[src/design/mkseg_pkg.sv]
package mkseg_pkg;

    // Payload words
    typedef struct packed {
        logic       command;
        logic [7:0] character;
    } in_word_t;

    typedef struct packed {
        logic        key_level;
        logic [17:0] duration_ticks;
        logic        last_segment;
    } out_word_t;

    localparam logic [15:0] DOT_TICKS_RESET = 16'd500;
    localparam logic        CMD_END = 1'b1;
    localparam logic [7:0]  CHAR_SPACE = 8'h20;
    localparam logic [7:0]  CHAR_A = 8'h41;
    localparam logic [7:0]  CHAR_Z = 8'h5A;
    localparam logic [7:0]  CHAR_0 = 8'h30;
    localparam logic [7:0]  CHAR_9 = 8'h39;
    localparam int unsigned MAX_ELEM = 5;

    // Morse tables: element count and element bits, first element in bit (count-1),
    // a one is a dash
    localparam logic [2:0] LETTER_LEN [26] = '{
        3'd2, 3'd4, 3'd4, 3'd3, 3'd1, 3'd4, 3'd3, 3'd4, 3'd2, 3'd4, 3'd3, 3'd4, 3'd2,
        3'd2, 3'd3, 3'd4, 3'd4, 3'd3, 3'd3, 3'd1, 3'd3, 3'd4, 3'd3, 3'd4, 3'd4, 3'd4
    };
    localparam logic [4:0] LETTER_BITS [26] = '{
        5'd1, 5'd8, 5'd10, 5'd4, 5'd0, 5'd2, 5'd6, 5'd0, 5'd0, 5'd7, 5'd5, 5'd4, 5'd3,
        5'd2, 5'd7, 5'd6, 5'd13, 5'd2, 5'd0, 5'd1, 5'd1, 5'd1, 5'd3, 5'd9, 5'd11, 5'd12
    };
    localparam logic [4:0] DIGIT_BITS [10] = '{
        5'd31, 5'd15, 5'd7, 5'd3, 5'd1, 5'd0, 5'd16, 5'd24, 5'd28, 5'd30
    };

    typedef struct packed {
        logic [2:0] len;
        logic [4:0] bits;
    } morse_code_t;

    // Look up a character, elements left-aligned to bit 4
    function automatic morse_code_t morse_lookup(input logic [7:0] ch);
        morse_code_t code;
        logic [7:0] idx;
        code.len = 3'd0;
        code.bits = 5'd0;
        idx = 8'd0;
        if (ch inside {[CHAR_A:CHAR_Z]}) begin
            idx = ch - CHAR_A;
            code.len = LETTER_LEN[idx[4:0]];
            code.bits = LETTER_BITS[idx[4:0]] << (3'(MAX_ELEM) - LETTER_LEN[idx[4:0]]);
        end else if (ch inside {[CHAR_0:CHAR_9]}) begin
            idx = ch - CHAR_0;
            code.len = 3'(MAX_ELEM);
            code.bits = DIGIT_BITS[idx[3:0]];
        end
        return code;
    endfunction

    // Microcode
    localparam logic [1:0] MUL_ONE  = 2'd0;
    localparam logic [1:0] MUL_TWO  = 2'd1;
    localparam logic [1:0] MUL_FOUR = 2'd2;
    localparam logic [1:0] MUL_DASH = 2'd3;

    localparam logic [2:0] COND_NEVER  = 3'd0;
    localparam logic [2:0] COND_ALWAYS = 3'd1;
    localparam logic [2:0] COND_NOIN   = 3'd2;
    localparam logic [2:0] COND_END    = 3'd3;
    localparam logic [2:0] COND_SPACE  = 3'd4;
    localparam logic [2:0] COND_NOELEM = 3'd5;
    localparam logic [2:0] COND_NOWORD = 3'd6;

    localparam logic [3:0] PC_WAIT   = 4'd0;
    localparam logic [3:0] PC_TEST_E = 4'd1;
    localparam logic [3:0] PC_TEST_S = 4'd2;
    localparam logic [3:0] PC_LOOP   = 4'd3;
    localparam logic [3:0] PC_MARK   = 4'd4;
    localparam logic [3:0] PC_SPACE  = 4'd5;
    localparam logic [3:0] PC_GAP    = 4'd6;
    localparam logic [3:0] PC_WSPACE = 4'd7;
    localparam logic [3:0] PC_EOM    = 4'd8;
    localparam logic [3:0] PC_EGAP   = 4'd9;

    typedef struct packed {
        logic       accept;
        logic       emit;
        logic       level;
        logic [1:0] mul_sel;
        logic       last;
        logic       word_set;
        logic       word_clr;
        logic       shift;
        logic [2:0] cond;
        logic [3:0] target;
    } ctrl_word_t;

    typedef struct packed {
        ctrl_word_t cw;
        logic       fire;
    } ctrl_t;

    typedef struct packed {
        logic in_valid;
        logic out_free;
        logic is_end;
        logic is_space;
        logic no_elem;
        logic word_open;
    } status_t;

    function automatic ctrl_word_t ucode_rom(input logic [3:0] pc);
        ctrl_word_t w;
        w = '{accept: 1'b0, emit: 1'b0, level: 1'b0, mul_sel: MUL_ONE, last: 1'b0,
              word_set: 1'b0, word_clr: 1'b0, shift: 1'b0, cond: COND_ALWAYS,
              target: PC_WAIT};
        case (pc)
            PC_WAIT: begin
                w.accept = 1'b1;
                w.cond = COND_NOIN;
                w.target = PC_WAIT;
            end
            PC_TEST_E: begin
                w.cond = COND_END;
                w.target = PC_EOM;
            end
            PC_TEST_S: begin
                w.cond = COND_SPACE;
                w.target = PC_WSPACE;
            end
            PC_LOOP: begin
                w.cond = COND_NOELEM;
                w.target = PC_GAP;
            end
            PC_MARK: begin
                w.emit = 1'b1;
                w.level = 1'b1;
                w.mul_sel = MUL_DASH;
                w.cond = COND_NEVER;
            end
            PC_SPACE: begin
                w.emit = 1'b1;
                w.shift = 1'b1;
                w.target = PC_LOOP;
            end
            PC_GAP: begin
                w.emit = 1'b1;
                w.mul_sel = MUL_TWO;
                w.last = 1'b1;
                w.word_set = 1'b1;
            end
            PC_WSPACE: begin
                w.emit = 1'b1;
                w.mul_sel = MUL_FOUR;
                w.last = 1'b1;
                w.word_clr = 1'b1;
            end
            PC_EOM: begin
                w.cond = COND_NOWORD;
                w.target = PC_WAIT;
            end
            PC_EGAP: begin
                w.emit = 1'b1;
                w.mul_sel = MUL_FOUR;
                w.last = 1'b1;
                w.word_clr = 1'b1;
            end
            default: begin
                w.cond = COND_ALWAYS;
                w.target = PC_WAIT;
            end
        endcase
        return w;
    endfunction

endpackage

[src/design/morse_keyer_segment_gen.sv]
// Channel  Ports                          Word
// input    s_valid s_ready s_data         command, character
// output   m_valid m_ready m_data         key_level, duration_ticks, last_segment
// config   cfg_we cfg_wdata               dot_ticks
//
// One word at a time runs through the microcode step counter, one step a cycle
// while no emit step stalls. A letter or digit sends a mark and a space per element,
// then a gap; an end of message sends a gap only if a word is open.
// Reset is synchronous, active low; dot_ticks comes up as 500 and no word is open.
// An emit step holds while the output register is full and not taken.
module morse_keyer_segment_gen (
    input  logic                 aclk,
    input  logic                 aresetn,
    input  logic                 cfg_we,
    input  logic [15:0]          cfg_wdata,
    input  logic                 s_valid,
    output logic                 s_ready,
    input  mkseg_pkg::in_word_t  s_data,
    output logic                 m_valid,
    input  logic                 m_ready,
    output mkseg_pkg::out_word_t m_data
);

    mkseg_pkg::ctrl_t   ctrl;
    mkseg_pkg::status_t status;

    assign s_ready = ctrl.cw.accept;

    mkseg_sequencer u_seq (
        .aclk    (aclk),
        .aresetn (aresetn),
        .status  (status),
        .ctrl    (ctrl)
    );

    mkseg_datapath u_dp (
        .aclk      (aclk),
        .aresetn   (aresetn),
        .cfg_we    (cfg_we),
        .cfg_wdata (cfg_wdata),
        .s_valid   (s_valid),
        .s_data    (s_data),
        .m_ready   (m_ready),
        .m_valid   (m_valid),
        .m_data    (m_data),
        .ctrl      (ctrl),
        .status    (status)
    );

endmodule

[src/design/mkseg_sequencer.sv]
module mkseg_sequencer (
    input  logic             aclk,
    input  logic             aresetn,
    input  mkseg_pkg::status_t status,
    output mkseg_pkg::ctrl_t   ctrl
);

    logic [3:0] pc_reg;
    logic [3:0] pc_next;
    mkseg_pkg::ctrl_word_t cw;
    logic stall;
    logic taken;

    // Fetch and branch
    always_comb begin
        cw = mkseg_pkg::ucode_rom(pc_reg);
        stall = cw.emit && !status.out_free;
        case (cw.cond)
            mkseg_pkg::COND_NEVER:  taken = 1'b0;
            mkseg_pkg::COND_ALWAYS: taken = 1'b1;
            mkseg_pkg::COND_NOIN:   taken = !status.in_valid;
            mkseg_pkg::COND_END:    taken = status.is_end;
            mkseg_pkg::COND_SPACE:  taken = status.is_space;
            mkseg_pkg::COND_NOELEM: taken = status.no_elem;
            mkseg_pkg::COND_NOWORD: taken = !status.word_open;
            default:                taken = 1'b1;
        endcase
        if (stall) begin
            pc_next = pc_reg;
        end else if (taken) begin
            pc_next = cw.target;
        end else begin
            pc_next = pc_reg + 4'd1;
        end
        ctrl.cw = cw;
        ctrl.fire = !stall;
    end

    // Advance the step counter
    always_ff @(posedge aclk) begin
        if (!aresetn) begin
            pc_reg <= mkseg_pkg::PC_WAIT;
        end else begin
            pc_reg <= pc_next;
        end
    end

endmodule

[src/design/mkseg_datapath.sv]
module mkseg_datapath (
    input  logic                 aclk,
    input  logic                 aresetn,
    input  logic                 cfg_we,
    input  logic [15:0]          cfg_wdata,
    input  logic                 s_valid,
    input  mkseg_pkg::in_word_t  s_data,
    input  logic                 m_ready,
    output logic                 m_valid,
    output mkseg_pkg::out_word_t m_data,
    input  mkseg_pkg::ctrl_t     ctrl,
    output mkseg_pkg::status_t   status
);

    logic [15:0] dot_ticks_reg;
    logic        word_open_reg;
    logic        is_end_reg;
    logic        is_space_reg;
    logic [2:0]  len_reg;
    logic [4:0]  bits_reg;
    logic        m_valid_reg;
    mkseg_pkg::out_word_t m_data_reg;

    mkseg_pkg::morse_code_t code;
    logic        load;
    logic        emit;
    logic        out_free;
    logic [2:0]  mult;
    logic [17:0] duration;

    assign code = mkseg_pkg::morse_lookup(s_data.character);
    assign load = ctrl.cw.accept && s_valid;
    assign out_free = !m_valid_reg || m_ready;
    assign emit = ctrl.cw.emit && ctrl.fire;

    // Pick the dot multiple and scale the dot length
    always_comb begin
        case (ctrl.cw.mul_sel)
            mkseg_pkg::MUL_ONE:  mult = 3'd1;
            mkseg_pkg::MUL_TWO:  mult = 3'd2;
            mkseg_pkg::MUL_FOUR: mult = 3'd4;
            mkseg_pkg::MUL_DASH: mult = bits_reg[4] ? 3'd3 : 3'd1;
            default:             mult = 3'd1;
        endcase
        duration = 18'({2'b00, dot_ticks_reg} * {15'd0, mult});
    end

    // Config register and word state
    always_ff @(posedge aclk) begin
        if (!aresetn) begin
            dot_ticks_reg <= mkseg_pkg::DOT_TICKS_RESET;
            word_open_reg <= 1'b0;
        end else begin
            if (cfg_we) begin
                dot_ticks_reg <= cfg_wdata;
            end
            if (ctrl.fire && ctrl.cw.word_set) begin
                word_open_reg <= 1'b1;
            end else if (ctrl.fire && ctrl.cw.word_clr) begin
                word_open_reg <= 1'b0;
            end
        end
    end

    // Latch the word and walk its elements
    always_ff @(posedge aclk) begin
        if (load) begin
            is_end_reg   <= (s_data.command == mkseg_pkg::CMD_END);
            is_space_reg <= (s_data.character == mkseg_pkg::CHAR_SPACE);
            len_reg      <= code.len;
            bits_reg     <= code.bits;
        end else if (ctrl.fire && ctrl.cw.shift) begin
            len_reg  <= len_reg - 3'd1;
            bits_reg <= {bits_reg[3:0], 1'b0};
        end
    end

    // Hold the result word until taken
    always_ff @(posedge aclk) begin
        if (!aresetn) begin
            m_valid_reg <= 1'b0;
        end else if (emit) begin
            m_valid_reg <= 1'b1;
        end else if (m_ready) begin
            m_valid_reg <= 1'b0;
        end
    end

    always_ff @(posedge aclk) begin
        if (emit) begin
            m_data_reg.key_level      <= ctrl.cw.level;
            m_data_reg.duration_ticks <= duration;
            m_data_reg.last_segment   <= ctrl.cw.last;
        end
    end

    assign m_valid = m_valid_reg;
    assign m_data = m_data_reg;

    assign status.in_valid  = s_valid;
    assign status.out_free  = out_free;
    assign status.is_end    = is_end_reg;
    assign status.is_space  = is_space_reg;
    assign status.no_elem   = (len_reg == 3'd0);
    assign status.word_open = word_open_reg;

endmodule
[config.mk]
export PLATFORM = sky130hd
export DESIGN_NAME = morse_keyer_segment_gen
export DESIGN_NICKNAME = d
export VERILOG_FILES = /design/src/design/mkseg_pkg.sv /design/src/design/morse_keyer_segment_gen.sv /design/src/design/mkseg_sequencer.sv /design/src/design/mkseg_datapath.sv
export SDC_FILE = /design/constraint.sdc
export NUM_CORES = 1
export LEC_CHECK = 0
export ABC_CLOCK_PERIOD_IN_PS = 12600
export BUFFER_PORTS_ARGS = -buffer_cell sky130_fd_sc_hd__buf_2
export CELL_PAD_IN_SITES_DETAIL_PLACEMENT = 0
export CELL_PAD_IN_SITES_GLOBAL_PLACEMENT = 1
export CORE_AREA = 2 2 119 121
export DETAILED_ROUTE_END_ITERATION = 6
export DIE_AREA = 0 0 121 123
export MAX_ROUTING_LAYER = met4
export PLACE_DENSITY_LB_ADDON = 0.25
export SKIP_CTS_REPAIR_TIMING = 1
export SLEW_MARGIN = 20
export SYNTH_ARGS = -nofsm -noshare
export SYNTH_HDL_FRONTEND = slang
export SYNTH_HIERARCHICAL = 1
export SYNTH_SLANG_ARGS = --single-unit
[constraint.sdc]
create_clock -name aclk -period 12.6 [get_ports aclk]
set_clock_uncertainty 0.15 [all_clocks]
set_input_delay 0.63 -clock aclk [delete_from_list [all_inputs] [get_ports aclk]]
set_output_delay 0.63 -clock aclk [all_outputs]
set_load 0.02 [all_outputs]
# ---- Word-level counts from Yosys, hierarchy flattened
# Memory sizes are Yosys's and may differ from the RTL's.
# Cells that the tools add are included.
dict set report totals {
  memories 3
  register_bits 52
  output_inout_bits 22
  word_cells 101
  input_bits 30
  romBits 336
}
# memory words width rd rd_ports_with_merged_regs write_ports line
set mem_list {}
lappend mem_list {{(no name shown)} 32 5 1 0 0 mkseg_pkg.sv:53} ;# code.bits = LETTER_BITS[idx[4:0]] << (3'(MAX_ELEM) - LETTER_LEN[idx[4:0]]);
lappend mem_list {{(no name shown)} 32 3 1 0 0 mkseg_pkg.sv:52} ;# code.len = LETTER_LEN[idx[4:0]];
lappend mem_list {{(no name shown)} 16 5 1 0 0 mkseg_pkg.sv:57} ;# code.bits = DIGIT_BITS[idx[3:0]];
dict set report classes {
  shifts 1
  eq_ne 18
  bitwise_logic 2
  n_lt_le_gt_ge 6
  n_addsub 5
  multipliers 1
  n_reduce_logical 24
  muxes 30
}
# cell count
set op_table {}
lappend op_table {{5-bit two-way mux} 6}
lappend op_table {{16-bit by 3-bit multiplier with 18-bit output} 1}
lappend op_table {{3-bit case mux with 6 select lines} 1}
lappend op_table {{4-bit by 3-bit equality test with 1-bit output (second input constant)} 4}
lappend op_table {{8-bit two-way mux} 2}
lappend op_table {{4-bit case mux with 4 select lines} 1}
lappend op_table {{3-bit two-way mux} 4}
lappend op_table {{3-bit case mux with 4 select lines} 1}
lappend op_table {{1-bit two-way mux} 11}
lappend op_table {{3-bit equality test (second input constant)} 3}
lappend op_table {{4-bit by 2-bit equality test with 1-bit output (second input constant)} 2}
lappend op_table {{4-bit equality test (second input constant)} 2}
lappend op_table {{8-bit by 6-bit equality test with 1-bit output (second input constant)} 1}
lappend op_table {{8-bit by 6-bit greater-or-equal comparator with 1-bit output (second input constant)} 1}
lappend op_table {{8-bit by 7-bit greater-or-equal comparator with 1-bit output (second input constant)} 1}
lappend op_table {{8-bit by 6-bit <= comparator with 1-bit output (second input constant)} 1}
lappend op_table {{8-bit by 7-bit <= comparator with 1-bit output (second input constant)} 1}
lappend op_table {{1-bit logical AND} 8}
lappend op_table {{3-bit by 2-bit equality test with 1-bit output (second input constant)} 2}
lappend op_table {{6-bit greater-or-equal comparator (second input constant)} 1}
lappend op_table {{3-bit logical NOT} 2}
lappend op_table {{5-bit inverter with 6-bit output} 1}
lappend op_table {{1-bit case mux with 6 select lines} 1}
lappend op_table {{2-bit case mux with 3 select lines} 1}
lappend op_table {{21 further kinds} 28}

# ---- Logic depth before layout (Yosys ltp)
# Gate-level depths: netlist (run 1).
dict set report logic_depth {
  word_depth 9
  depth_mapped 22
  depth_no_buf 20
}

# ---- Modules after synthesis
# The synthesis (run 1) kept the hierarchy.
# mod seq_area_each_um2 area_each_um2 instances cells_per_inst
set by_module_without_submodules {}
lappend by_module_without_submodules {mkseg_datapath 1261.2 3993.8 1 434}
lappend by_module_without_submodules {mkseg_sequencer 80.1 665.6 1 88}

# ---- Worst setup path before layout (run 1)
# Ideal clock, no wire load.
dict set report synth_timing {
  path_type {flip-flop to flip-flop}
  start {register u_seq.pc_reg[1]}
  end {register u_dp.m_data_reg (netlist bit u_dp/m_data[17]) (data pin)}
  setup_slack_ns 8.070
  period_less_slack_ns 4.530
  stages_incl_launch_ff 21
  path_buffers 2
  required_ns 12.179
  arrival_time_ns 4.109
  setup_time_ns 0.271
  cell_sequence {dfxtp_1 inv_1 ha_1 buf_6 and3b_1 a21oi_1 nand2_1 ha_1 clkbuf_1 nand2_1 fa_1 inv_1 fa_1 a21oi_1 o21bai_1 a21oi_1 o21ai_0 nor2b_1 o31ai_1 a221oi_1 xor2_1}
}
# element line
set synth_rtl {}
lappend synth_rtl {{start, declared} mkseg_sequencer.sv:8} ;# logic [3:0] pc_reg;
lappend synth_rtl {{start signal, assigned} mkseg_sequencer.sv:42} ;# pc_reg <= mkseg_pkg::PC_WAIT;
lappend synth_rtl {{start signal, assigned} mkseg_sequencer.sv:44} ;# pc_reg <= pc_next;
lappend synth_rtl {{end, declared} mkseg_datapath.sv:22} ;# mkseg_pkg::out_word_t m_data_reg;

==> results of run 1 <==
critical path: stages (launching register included):
cell and delay [ns]:
dfxtp_1 0.39, inv_1 0.08, ha_1 0.30, and3b_1 0.25, a21oi_1 0.21, nand2_1 0.16, ha_1 0.64, and2_1 0.22
fa_1 0.41, ha_1 0.24, fa_1 0.41, a21oi_1 0.19, o21bai_1 0.11, a21oi_1 0.19, o21ai_0 0.19, nor2b_1 0.18
o31ai_1 0.26, a221oi_1 0.14, xor2_1 0.16
report_power, final:
part	switching, mW	internal (mW)	leakage [nW]
Sequential	0.0237	0.247	0.460
Clock	0.0646	0.0796	0.0772
Combinational	0.304	0.197	1.70
Total	0.392	0.524	2.23
metrics by stage:
| stage | hold slack, ns | area (um2) | util |
|---|---|---|---|
| after floorplan | 0.329 | 4650 | - |
| after global placement | 0.356 | 4940 | 0.363 |
| after detailed placement | 0.364 | 4940 | 0.363 |
| after CTS | 0.357 | 5090 | 0.374 |
| after global routing | 0.352 | 5100 | 0.374 |
| final | 0.361 | 5100 | 0.374 |
layer usage:
layer / share of wire / up-vias
met2: 0.48 / 65
met3: 0.032 / 12
li1: - / 1853
met1: 0.48 / 1718
met4: 0.013 / 0
met5: 0 / -
final timing paths:
kind / cells after the start / slack, ns / to / from
worst max-delay path: 18 / 7.46 / u_dp/m_data[17] / u_seq/pc_reg[1]
worst min-delay path: 1 / 0.36 / u_dp/is_end_reg / s_data[8]
worst max register to register: 18 / 7.46 / u_dp/m_data[17] / u_seq/pc_reg[1]
worst min register to register: 2 / 0.37 / u_dp/word_open_reg / u_dp/word_open_reg
layout make-up:
class | instances | area [um2]
well taps | 180 | 225
multi-input cells | 388 | 2910
clock inverters | 2 | 13.8
clock buffers | 6 | 139
flip-flops and latches | 52 | 1340
inverters | 54 | 210
repair buffers | 51 | 255
fillers | 1401 | 8510
==> impl_metrics.csv, run 1 <==
group,metric,value,unit
global_route,busiest_layer,"met2",
global_route,grt_start_max_net_pins,28,
placed_design,portBuffers,51,
timing,tns,0,ns
setup_path,cp.required,12.50,ns
clock_network,root_buffer,"clkbuf_16",
cells_and_area,final_cell_mix,"nand2_1, buf_2, inv_1",
die,rows,43,
pwr,p_leak,2.23,nW
global_route,grt_pass1_wl,17500,um
cells_and_area,drive_above_1_share,0.181,
global_route,met1_usage,0.186,
global_route,first_global_vias,3695,
timing,maxSlewHeadroom,0.443,
setup_path,cp-end-kind,"flip-flop",
synth,synth_warnings,6,
placed_design,place_congestion,0.830,
timing,setup_violations,0,
die,design.die.area,14900,um2
timing,drv_slew,0,
clock_network,cts_tree,"built",
route,wl_per_cell,13.8,um
clock_network,clk_pin_slew,0.08,ns
cells_and_area,layout_commonest_cell,"nand2_1",
outcome,outcome,"completed",
global_route,grtUsageTotal,0.148,
cells_and_area,antennaDiodeCount,0,
pwr,vdd.ir_drop.worst,53.0,uV
synth,synthCells,521,
setup_path,cp_max_fo,16,
route,routed_wl,10100,um
synth,synth_area_per_cell,8.93,um2
cells_and_area,fin_cells,733,
cells_and_area,nets,630,
route,viasPerCell,4.98,
die,fp.dieH,123,um
route,antenna_left,0,
placed_design,dp_slack,7.20,ns
clock_network,cts_sinks,52,
die,pin_count,52,
setup_path,critPathKind,"flip-flop to flip-flop",
die,die_x,121,um
clock_network,insertion_delay,0.30,ns
timing,setup_slack,7.46,ns
route,dr.pass1.iters,4,
clock_network,cts_buffers,5,
setup_path,critPathArrivalTime,5.04,ns
die,initial_core_util,0.342,
synth,synthesis.area,4650,um2
pwr,power_density,180,nW/um2
timing,clock.fmax,195,MHz
setup_path,crit_path_start_kind,"flip-flop",
min_path,hold_path_class,"primary input to flip-flop",
global_route,antenna_found_initial,0,
global_route,gr-usage-met3,0.0226,
placed_design,dpl.cell_count,725,
timing,worst_pin_slew,0.835,ns
clock_network,htreeDepth,2,
placed_design,dp_hpwl,7640,um
route,vias,3648,
die,core,13600,um2
timing,rsz0062_at_grt,"no",
clock_network,clock_path_buffers,2,
timing,finalHoldViolCount,0,
route,first_iter_violations,184,
timing,final.period_utilization,0.408,
cells_and_area,largest_reg_flops,20,
synth,syn-num-nets,599,
run,max_cap_viol_count,0,
route,drc,0,
cells_and_area,syn_to_final_growth,9.58,%
global_route,grt_overflow,0,
timing,finalWorstPathRequiredPeriod,5.14,ns
pwr,fin_total_pwr,916,uW
global_route,use_met2,0.252,
No activity file was read; power rests on OpenSTA's default activity.
==> run 2: changes to the inputs <==
ABC_AREA = 1   (was unset)
ABC_CLOCK_PERIOD_IN_PS = 4300   (was 12600)
CORE_AREA = 2 2 116 118   (was 2 2 119 121)
DIE_AREA = 0 0 118 120   (was 0 0 121 123)
clock period = 4.3 ns   (was 12.6 ns; I/O delays follow)
==> impl_metrics.csv, run 2 <==
group,metric,value,unit
timing,rsz0062_at_grt,"no",
route,highest_layer,"met4",
route,wl_per_cell,11.8,um
clock_network,clk_pin_slew,0.07,ns
setup_path,cpMaxStageDelayCell,"fa_1",
die,die_x,118,um
synth,synth_warnings,6,
setup_path,critPathKind,"flip-flop to flip-flop",
die,fp.dieH,120,um
synth,yosys.area.top_type,"edfxtp_1",
pwr,vdd.ir_drop.worst,175,uV
placed_design,dpl.cell_count,822,
placed_design,dp_hpwl,8050,um
setup_path,r2r_cells,19,
synth,syn-num-nets,686,
cells_and_area,multi_input_area,2700,um2
setup_path,crit_path_start_kind,"flip-flop",
timing,maxSlewHeadroom,0.524,
synth,async_reset_ff_frac,0,
global_route,first_global_vias,3636,
clock_network,clock_path_buffers,2,
global_route,grt_start_max_net_pins,22,
placed_design,place_congestion,0.879,
route,antenna_left,0,
setup_path,startpoint,"u_seq/pc_reg[1]",
synth,synth_area_per_cell,7.34,um2
synth,ys_ff_latch,52,
global_route,grt_overflow,0,
route,route.met3.wl,295,um
setup_path,rr_endpoint,"u_dp/m_data[17]",
cells_and_area,utilization,0.390,
synth,synthCells,608,
pwr,power_density,518,nW/um2
route,dr_wl_met2,4420,um
route,viasPerCell,4.57,
die,initial_core_util,0.344,
clock_network,cts_tree,"built",
timing,setup_violations,0,
timing,worst_pin_slew,0.714,ns
run,max_cap_viol_count,0,
setup_path,r2r_start,"u_seq/pc_reg[1]",
timing,tns,0,ns
setup_path,r2r_slack,0.31,ns
die,rows,42,
route,routed_wl,9780,um
die,design.die.area,14200,um2
synth,synth-edff-count,30,
route,first_iter_violations,157,
setup_path,cp_max_fo,8,
setup_path,cp_slowest_stage_delay,0.50,ns
cells_and_area,n_fill_cell,1375,
synth,synth_top_area_share,0.202,
setup_path,crit_end,"u_dp/m_data[17]",
min_path,hold_path_class,"primary input to flip-flop",
timing,holdWs,-0.0137,ns
clock_network,cts_buffers,5,
global_route,grtUsageTotal,0.145,
setup_path,cp.required,4.18,ns
timing,finalWorstPathRequiredPeriod,3.99,ns
timing,drv_slew,0,
timing,finalHoldViolCount,3,
route,vias,3800,
cells_and_area,nets,733,
synth,ys_seq_area_frac,0.300,
cells_and_area,final_cell_mix,"nand2_1, inv_1, buf_2",
outcome,violations,"negative hold slack",
cells_and_area,layout_commonest_cell,"nand2_1",
synth,synthesis.area,4470,um2
route,dr.pass1.iters,4,
placed_design,portBuffers,51,
setup_path,cp_common_cell,"nand2_1",
synth,ys_types,42,
cells_and_area,seq_area,1340,um2
synth,yosysMostFrequentCell,"nand2_1",
synth,synth_ff_type,"edfxtp_1",
cells_and_area,syn_to_final_growth,13.5,%
clock_network,root_buffer,"clkbuf_16",
cells_and_area,fin_cells,832,
outcome,outcome,"finished, violations left",
timing,final.period_utilization,0.928,
die,core,13000,um2
die,pin_count,52,
setup_path,crit_path_cell_trace,"inv_1 -> ha_2 -> nand3_2 -> nand2_1 -> ha_1 -> nand2_1 -> nand2_1 -> nand2_1 -> inv_2 -> buf_4 -> nand2_1 -> fa_1 -> inv_1 -> ha_1 -> a21oi_1 -> o21ai_0 -> a21oi_1 -> o21ai_0 -> xor2_1",
cells_and_area,drive_above_1_share,0.189,
setup_path,cp-end-kind,"flip-flop",
cells_and_area,antennaDiodeCount,0,
pwr,p_leak,2.60,nW
timing,clock.fmax,251,MHz
global_route,grt_pass1_wl,16600,um
setup_path,critPathArrivalTime,3.87,ns
route,drc,0,
route,wl_met1,5030,um
clock_network,cts_sinks,52,
global_route,antenna_found_initial,0,
synth,synth_commonest_cells,"nand2_1, inv_1, nor2_1, nand3_1, ha_1",
clock_network,htreeDepth,2,
cells_and_area,largest_reg_flops,20,
synth,synth_area_leaders,"edfxtp_1, nand2_1, dfxtp_1",
pwr,fin_total_pwr,2.62,mW
clock_network,insertion_delay,0.29,ns
==> run 2: how the worst min path moves through the flow <==
stage                  startpoint                endpoint  slack, ns  cells after the start
global route        cfg_wdata[13]  u_dp/dot_ticks_reg[13]      0.003                      3
floorplan               s_data[8]         u_dp/is_end_reg       0.16                      0
finish               cfg_wdata[7]   u_dp/dot_ticks_reg[7]      -0.01                      3
detailed placement      s_data[8]         u_dp/is_end_reg       0.25                      1
global placement        s_data[8]         u_dp/is_end_reg       0.24                      1
CTS                     s_data[8]         u_dp/is_end_reg      -0.06                      1
==> run 2: cell type report <==
class	instances	area share
flip-flops and latches	52	0.265
inverters	95	0.0704
well taps	176	0.0434
multi-input cells	444	0.533
clock buffers	6	0.0254
clock inverters	2	0.00222
repair buffers	57	0.0602
==> run 2: logic make-up (layout without fill, tap and decap cells) <==
logic type               Yosys count  in the layout  share of synthesized area
buffers and inverters            112            160                      0.101
flip-flops                        52             52                      0.300
XOR/XNOR                          17             17                     0.0333
AO/OA/AOI/OAI                     78             78                      0.102
AND/OR/NAND/NOR                  301            301                      0.303
adder cells (fa/ha/maj)           48             48                      0.160
==> run 2: per-layer routing <==
layer  track usage  vias to the layer above
met2         0.234                       63
met3        0.0238                        2
li1              -                     2026
met5             -                        -
met4        0.0354                        0
met1         0.192                     1709
==> run 2: through the flow <==
step                      area, um2  setup slack (ns)
after floorplan                4470             0.199
after global placement         4870             0.228
after detailed placement       4870            0.0963
after CTS                      5010            0.0773
after global routing           5070            0.0102
final                          5070             0.310
==> run 2: report_power, final <==
part	switching (mW)	internal (mW)	leakage, nW
logic	0.944	0.521	2.07
registers	0.0541	0.718	0.462
clock network	0.172	0.214	0.0645
total	1.17	1.45	2.60
==> run 2: worst max-delay path, delay by kind of cell, from the launching register on <==
kind	cells	cell delay, ns
adders and majority gates	4	1.28
xor gates and xnor gates	1	0.16
AOI/OAI and AO/OA	4	0.73
DFF	1	0.35
and+or+nand+nor	6	0.61
buffers and inverters	4	0.45
